==> src/hw/rtl/wlli_pkg.sv <==
// Package for the wavetable lookup unit: sizes, wave codes and the table builder.
package wlli_pkg;

  // Table and phase geometry.
  localparam int TABLE_SIZE = 64;
  localparam int PHASE_BITS = 24;
  localparam int IDX_W      = $clog2(TABLE_SIZE);
  localparam int FRAC_W     = PHASE_BITS;

  // Table entries are Q1.15 with +1.0 held as 32768, so they need 17 bits signed; 18 are used.
  localparam int ENTRY_W    = 18;
  localparam int SAMPLE_W   = 16;
  localparam int WAVE_W     = 3;

  // Configuration port geometry.
  localparam int APB_ADDR_W = 3;
  localparam int APB_DATA_W = 32;

  localparam logic signed [ENTRY_W-1:0] ENTRY_POS_ONE = 18'sd32768;
  localparam logic signed [ENTRY_W-1:0] ENTRY_NEG_ONE = -18'sd32768;

  // Register index of the wave selector.
  localparam logic REG_WAVE_TYPE = 1'b0;

  // Wave type codes. Codes 6 and 7 fall back to the sine table.
  typedef enum logic [WAVE_W-1:0] {
    WAVE_SINE    = 3'd0,
    WAVE_SAW     = 3'd1,
    WAVE_TRI     = 3'd2,
    WAVE_PULSE25 = 3'd3,
    WAVE_SQUARE  = 3'd4,
    WAVE_PULSE75 = 3'd5
  } wave_t;

  // Sine entry i of TABLE_SIZE in Q15. The angle is folded into the first
  // quadrant, then a Taylor series is evaluated in Q30 by Horner's rule.
  // Only used at elaboration to build the constant ROM.
  function automatic logic signed [ENTRY_W-1:0] sine_entry(input int idx);
    logic [63:0] n;
    logic [63:0] p;
    logic        neg;
    logic [63:0] x;
    logic [63:0] x2;
    logic [63:0] h;
    logic [63:0] t;
    logic [63:0] s;
    logic [63:0] q;
    logic signed [ENTRY_W-1:0] res;
    n   = 64'(TABLE_SIZE);
    p   = 64'(2 * idx);
    neg = 1'b0;
    if (p >= n) begin
      p   = p - n;
      neg = 1'b1;
    end
    if (2 * p > n) begin
      p = n - p;
    end
    x  = (64'd3373259426 * p + n / 2) / 64'(TABLE_SIZE);
    x2 = (x * x) >> 30;
    h  = 64'd1 << 30;
    t  = ((x2 * h) >> 30) / 156;
    h  = (t >= (64'd1 << 30)) ? 64'd0 : (64'd1 << 30) - t;
    t  = ((x2 * h) >> 30) / 110;
    h  = (t >= (64'd1 << 30)) ? 64'd0 : (64'd1 << 30) - t;
    t  = ((x2 * h) >> 30) / 72;
    h  = (t >= (64'd1 << 30)) ? 64'd0 : (64'd1 << 30) - t;
    t  = ((x2 * h) >> 30) / 42;
    h  = (t >= (64'd1 << 30)) ? 64'd0 : (64'd1 << 30) - t;
    t  = ((x2 * h) >> 30) / 20;
    h  = (t >= (64'd1 << 30)) ? 64'd0 : (64'd1 << 30) - t;
    t  = ((x2 * h) >> 30) / 6;
    h  = (t >= (64'd1 << 30)) ? 64'd0 : (64'd1 << 30) - t;
    s  = (x * h) >> 30;
    q  = (s + (64'd1 << 14)) >> 15;
    if (q > 64'd32768) begin
      q = 64'd32768;
    end
    res = ENTRY_W'(q);
    if (neg) begin
      res = -res;
    end
    return res;
  endfunction

  // Entry i of the table for a given wave code. Triangle is handled apart
  // in the datapath since its table holds only two entries.
  function automatic logic signed [ENTRY_W-1:0] table_entry(input int wave, input int idx);
    logic signed [ENTRY_W-1:0] res;
    case (wave)
      WAVE_SAW: res = ENTRY_W'(32768 - (65536 * idx + TABLE_SIZE / 2) / TABLE_SIZE);
      WAVE_TRI: res = (idx == 0) ? ENTRY_POS_ONE : ENTRY_NEG_ONE;
      WAVE_PULSE25, WAVE_SQUARE, WAVE_PULSE75: begin
        res = (4 * idx < (wave - int'(WAVE_TRI)) * TABLE_SIZE) ? ENTRY_POS_ONE : ENTRY_NEG_ONE;
      end
      default: res = sine_entry(idx);
    endcase
    return res;
  endfunction

endpackage

==> src/hw/rtl/wavetable_lookup_linear_interp_unit.sv <==
// Wavetable oscillator lookup with linear interpolation between adjacent entries.
//
//   Channel   Signals                                   Direction  Handshake
//   input     start, busy, phase[23:0]                  in/out     start & !busy
//   result    done, sample[15:0] (signed Q1.15)         out        done strobe, one cycle
//   config    psel, penable, pwrite, paddr, pwdata,     in/out     APB write, pready high
//             prdata, pready
//
// One phase word is taken in every cycle; its sample passes the phase register
// and then the result register, which bracket the table read and interpolation
// multiply, and comes out with done high for one cycle. busy is always low.
// Synchronous reset clears wave_type to sine and drops all in-flight
// transactions. The receiver cannot stall the result stream.
module wavetable_lookup_linear_interp_unit
  import wlli_pkg::*;
(
  input  logic                       clk,
  input  logic                       rst,
  // Input transaction
  input  logic                       start,
  output logic                       busy,
  input  logic [PHASE_BITS-1:0]      phase,
  // Result transaction
  output logic                       done,
  output logic signed [SAMPLE_W-1:0] sample,
  // Configuration port
  input  logic                       psel,
  input  logic                       penable,
  input  logic                       pwrite,
  input  logic [APB_ADDR_W-1:0]      paddr,
  input  logic [APB_DATA_W-1:0]      pwdata,
  output logic [APB_DATA_W-1:0]      prdata,
  output logic                       pready
);

  localparam int PROD_W    = ENTRY_W + FRAC_W + 1;
  localparam int SUM_W     = ENTRY_W + 1;

  // Pulse thresholds, compared against four times the entry index.
  localparam int POS_W = IDX_W + 2;
  localparam logic [POS_W-1:0] PULSE25_LIMIT = POS_W'(TABLE_SIZE);
  localparam logic [POS_W-1:0] SQUARE_LIMIT  = POS_W'(2 * TABLE_SIZE);
  localparam logic [POS_W-1:0] PULSE75_LIMIT = POS_W'(3 * TABLE_SIZE);

  logic [WAVE_W-1:0]       wave_type;
  logic                    in_valid;
  logic [PHASE_BITS-1:0]   phase_q;

  logic signed [ENTRY_W-1:0] sine_rom [TABLE_SIZE];
  logic signed [ENTRY_W-1:0] saw_rom  [TABLE_SIZE];

  logic                       is_tri;
  logic [IDX_W-1:0]           left_idx;
  logic [IDX_W-1:0]           right_idx;
  logic signed [ENTRY_W-1:0]  left_val;
  logic signed [ENTRY_W-1:0]  right_val;
  logic [FRAC_W-1:0]          frac;
  logic signed [ENTRY_W-1:0]  diff;
  logic signed [PROD_W-1:0]   prod;
  logic signed [PROD_W-1:0]   prod_rnd;
  logic signed [SUM_W-1:0]    sum;
  logic signed [SAMPLE_W-1:0] sample_next;

  // Constant sine and sawtooth tables, built at elaboration.
  for (genvar i = 0; i < TABLE_SIZE; i++) begin : g_entry
    assign sine_rom[i] = table_entry(int'(WAVE_SINE), i);
    assign saw_rom[i]  = table_entry(int'(WAVE_SAW), i);
  end

  // Table entry for one index. Pulse levels come from a threshold compare,
  // and the unused codes read the sine table.
  function automatic logic signed [ENTRY_W-1:0] entry_lookup(
    input logic [WAVE_W-1:0] wave, input logic [IDX_W-1:0] idx);
    logic [POS_W-1:0]          pos;
    logic signed [ENTRY_W-1:0] res;
    pos = {idx, 2'b00};
    unique case (wave)
      WAVE_SAW:     res = saw_rom[idx];
      WAVE_PULSE25: res = (pos < PULSE25_LIMIT) ? ENTRY_POS_ONE : ENTRY_NEG_ONE;
      WAVE_SQUARE:  res = (pos < SQUARE_LIMIT) ? ENTRY_POS_ONE : ENTRY_NEG_ONE;
      WAVE_PULSE75: res = (pos < PULSE75_LIMIT) ? ENTRY_POS_ONE : ENTRY_NEG_ONE;
      default:      res = sine_rom[idx];
    endcase
    return res;
  endfunction

  // Configuration port: single register, no wait states.
  assign pready = 1'b1;
  assign busy   = 1'b0;

  always_ff @(posedge clk) begin
    if (rst) begin
      wave_type <= WAVE_SINE;
    end else if (psel && penable && pwrite && pready && paddr[2] == REG_WAVE_TYPE) begin
      wave_type <= pwdata[WAVE_W-1:0];
    end
  end

  always_comb begin
    if (paddr[2] == REG_WAVE_TYPE) begin
      prdata = {{(APB_DATA_W-WAVE_W){1'b0}}, wave_type};
    end else begin
      prdata = '0;
    end
  end

  // Input register.
  always_ff @(posedge clk) begin
    if (rst) begin
      in_valid <= 1'b0;
    end else begin
      in_valid <= start && !busy;
    end
  end

  always_ff @(posedge clk) begin
    if (start && !busy) begin
      phase_q <= phase;
    end
  end

  // Index and fraction: top phase bits pick the entry, the rest interpolate.
  assign is_tri    = (wave_type == WAVE_TRI);
  assign left_idx  = phase_q[PHASE_BITS-1 -: IDX_W];
  assign right_idx = left_idx + IDX_W'(1);

  always_comb begin
    if (is_tri) begin
      left_val  = phase_q[PHASE_BITS-1] ? ENTRY_NEG_ONE : ENTRY_POS_ONE;
      right_val = phase_q[PHASE_BITS-1] ? ENTRY_POS_ONE : ENTRY_NEG_ONE;
      frac      = {phase_q[PHASE_BITS-2:0], 1'b0};
    end else begin
      left_val  = entry_lookup(wave_type, left_idx);
      right_val = entry_lookup(wave_type, right_idx);
      frac      = {phase_q[PHASE_BITS-IDX_W-1:0], {IDX_W{1'b0}}};
    end
  end

  // Interpolate as L + round((R - L) * f / 2^PB), then clip +1.0 to full scale.
  assign diff     = right_val - left_val;
  assign prod     = PROD_W'(diff) * $signed({1'b0, frac});
  assign prod_rnd = prod + (PROD_W'(1) <<< (FRAC_W - 1));
  assign sum      = SUM_W'(left_val) + prod_rnd[PROD_W-1 -: SUM_W];

  always_comb begin
    if (sum > SUM_W'(32767)) begin
      sample_next = 16'sh7FFF;
    end else if (sum < -SUM_W'(32768)) begin
      sample_next = -16'sh8000;
    end else begin
      sample_next = sum[SAMPLE_W-1:0];
    end
  end

  // Result register.
  always_ff @(posedge clk) begin
    if (rst) begin
      done <= 1'b0;
    end else begin
      done <= in_valid;
    end
  end

  always_ff @(posedge clk) begin
    if (in_valid) begin
      sample <= sample_next;
    end
  end

endmodule

==> config.mk <==
export PLATFORM = sky130hd
export DESIGN_NAME = wavetable_lookup_linear_interp_unit
export DESIGN_NICKNAME = d
export VERILOG_FILES = /design/src/hw/rtl/wlli_pkg.sv /design/src/hw/rtl/wavetable_lookup_linear_interp_unit.sv
export SDC_FILE = /design/constraint.sdc
export NUM_CORES = 1
export LEC_CHECK = 0
export BUFFER_PORTS_ARGS = -buffer_cell sky130_fd_sc_hd__buf_2
export CORE_MARGIN = 1.5
export CORE_UTILIZATION = 35
export CTS_CLUSTER_SIZE = 30
export DETAILED_ROUTE_END_ITERATION = 8
export PLACE_DENSITY_LB_ADDON = 0.08
export SETUP_SLACK_MARGIN = 0.1
export SLEW_MARGIN = 10
export SYNTH_ARGS = -nofsm -noshare
export SYNTH_HDL_FRONTEND = slang
export SYNTH_SLANG_ARGS = --single-unit
==> constraint.sdc <==
create_clock -name clk -period 14.73 [get_ports clk]
set_input_delay 1.473 -clock clk [delete_from_list [all_inputs] [get_ports clk]]
set_output_delay 1.473 -clock clk [all_outputs]
set_load 0.05 [all_outputs]
==> results.yml <==
place:
  dpl_cell_area_sq_um: 22200
  dp_cells: 3384
  gp_congestion: 0.888
  dp_hpwl_mm: 57.6
  io_buffers: 53
route:
  wl_met2_mm: 33.7
  wirelength_mm: 71.7
  drtIter0Drc: 1484
  wl_met1_mm: 33.1
  vias_per_cell: 5.42
  vias: 18400
  drc: 0
  wl_met3_mm: 3.15
  dr.pass1.iters: 5
  avgRoutedWirePerCell_um: 21.1
  routed.top_layer: "met4"
  drtAntennaViolNets: 0
die:
  die_height_um: 247
  die_w_um: 247
  initial_core_util_pct: 35.5
  num_rows: 89
  coreArea_sq_um: 59000
  dieArea_sq_um: 61300
  io_pins: 116
grt:
  grt_max_degree: 71
  antenna_found_initial: 2
  grt_pass1_wl_mm: 112
  grtUsageTotal_pct: 23.8
  grt-ovfl-total: 0
  grt_pass1_vias: 18600
synth:
  synth_seq_cells: 45
  netlist_instances: 2629
  syn_avg_cell_area_sq_um: 7.96
  synthFlopType: "edfxtp_1"
  syn_area_sq_um: 20900
  seq_area_frac_synth_pct: 6.22
  synth-async-reset-ratio_pct: 0
  yosys_warnings: 0
  synth_cell_types: 81
  synth-edff-count: 40
clocking:
  cts_tree: "done"
  clk_pin_slew_worst_paths_ns: 0.09
  insertion_delay_ns: 0.33
  cts_root_buffer: "clkbuf_16"
  post_cts_buffers: 0
  postCtsHoldBufs: 0
  cts_buffers: 5
  cts_max_level: 2
  clock_path_buffers: 2
  cts_sinks: 45
worst_setup_path:
  cp_top_family: "adder cells"
  crit_fanout: 26
  critPathMaxStageDelay_ns: 0.86
  slowest_stage: "o21ai_0"
  crit_buf_inv: 7
  crit_arrival_ns: 14.03
  crit_required_ns: 14.79
  cpMostUsedCell: "fa_1"
  cp-end-kind: "flip-flop"
  start_kind: "flip-flop"
  critical_path_class: "reg2reg"
final_layout:
  layout-drive-gt1-share_pct: 8.02
  fin_area_sq_um: 22400
  final_cell_mix: "inv_1, nand2_1, fa_1"
  mostFrequentLayoutCell: "inv_1"
  stdcell_count: 3395
  final_nets: 3208
  area_growth_pct: 7.27
flow_run:
  maxCapViolCount: 0
run_status:
  status: "completed"
sta:
  drv_slew: 0
  min_period_over_period_pct: 94.8
  relSlewSlack_pct: 28.0
  fmax_mhz: 71.6
  grt_setup_unrepaired: "no"
  period_minus_slack_ns: 13.97
  tightest_slew_ns: 1.07
  hold_violations: 0
  tns_ns: 0
  setup_violations: 0
  skew_ns: 0.0275
worst_hold_path:
  hp-class: "reg2reg"
per-stage QoR:
step,hold slack [ns],setup slack [ns],utilization [%]
2_1_floorplan,0.585,1.52,-
3_3_place_gp,0.571,0.701,37.6
3_5_place_dp,0.585,0.539,37.6
4_1_cts,0.597,0.458,37.9
5_1_grt,0.680,0.148,38.0
6_report,0.594,0.760,38.0
registers in the layout (all words and copies together), names as in the netlist:
signal,flops
sample,16
wave_type,3
phase_q,24
in_valid,1
done,1
per-layer routing:
metal	up-vias	global-route usage, %
met4	0	5.95
met1	9266	33.8
met5	-	0
met2	532	39.5
met3	77	1.51
li1	8510	-
final cells by class:
type,instances,area (sq um)
Multi-Input combinational cell,1978,17400
Clock inverter,1,8.76
Timing Repair Buffer,147,995
Sequential cell,45,1300
Clock buffer,7,154
Inverter,441,1660
Fill cell,6243,36600
Antenna cell,3,7.51
Tap cell,773,967
worst min-delay path, cell delays in order (launching register included):
cell     delay (ns)
dfxtp_1        0.36
mux2i_1        0.14
nor2_1         0.05
path summary, 6_finish.rpt:
check / end / slack (ns) / start / cells after the start
setup / recovery: sample[14]$_SDFFCE_PN1P_ / 0.76 / phase_q[20]$_DFFE_PP_ / 44
hold / removal: wave_type[0]$_SDFFE_PP0P_ / 0.59 / wave_type[0]$_SDFFE_PP0P_ / 2
setup reg to reg: sample[14]$_SDFFCE_PN1P_ / 0.76 / phase_q[20]$_DFFE_PP_ / 44
hold reg to reg: wave_type[0]$_SDFFE_PP0P_ / 0.59 / wave_type[0]$_SDFFE_PP0P_ / 2
synth_stat cells, drive strengths merged (25+ instances only):
| cell | number | area share, % |
|---|---|---|
| xnor2 | 39 | 1.7 |
| buf | 52 | 1.6 |
| clkbuf | 142 | 2.5 |
| nor2 | 215 | 3.9 |
| a31oi | 50 | 1.5 |
| fa | 338 | 32 |
| o21ai | 96 | 2.3 |
| ha | 187 | 11 |
| inv | 438 | 7.9 |
| nand2b | 31 | 0.93 |
| a21oi | 138 | 3.3 |
| mux2i | 25 | 1.2 |
| nor3 | 55 | 1.4 |
| a211oi | 26 | 0.93 |
| nand3 | 25 | 0.60 |
| nand2 | 380 | 6.9 |
| edfxtp | 40 | 5.7 |
| a21o | 43 | 1.5 |
logic make-up (layout without fill, tap and decap cells):
kind of cell,after synthesis,after routing,synth area share (%)
AOI/OAI and AO/OA,509,509,16.1
DFF,45,45,6.22
adders and majority gates,525,525,43.5
and+or+nand+nor,802,802,16.7
other,2,34,0.0359
muxes,48,48,2.70
buffers and inverters,635,596,12.1
xor gates and xnor gates,63,63,2.67
what timing repair did:
action / in CTS / in global routing
setup endpoints to repair: 0 / 16
resized for setup: 0 / 14
endpoints found under the hold margin: 0 / 0
Power is left out: the tool's default activity adds up to more than one toggle a clock period on the data nets, which glitch-free logic cannot reach.
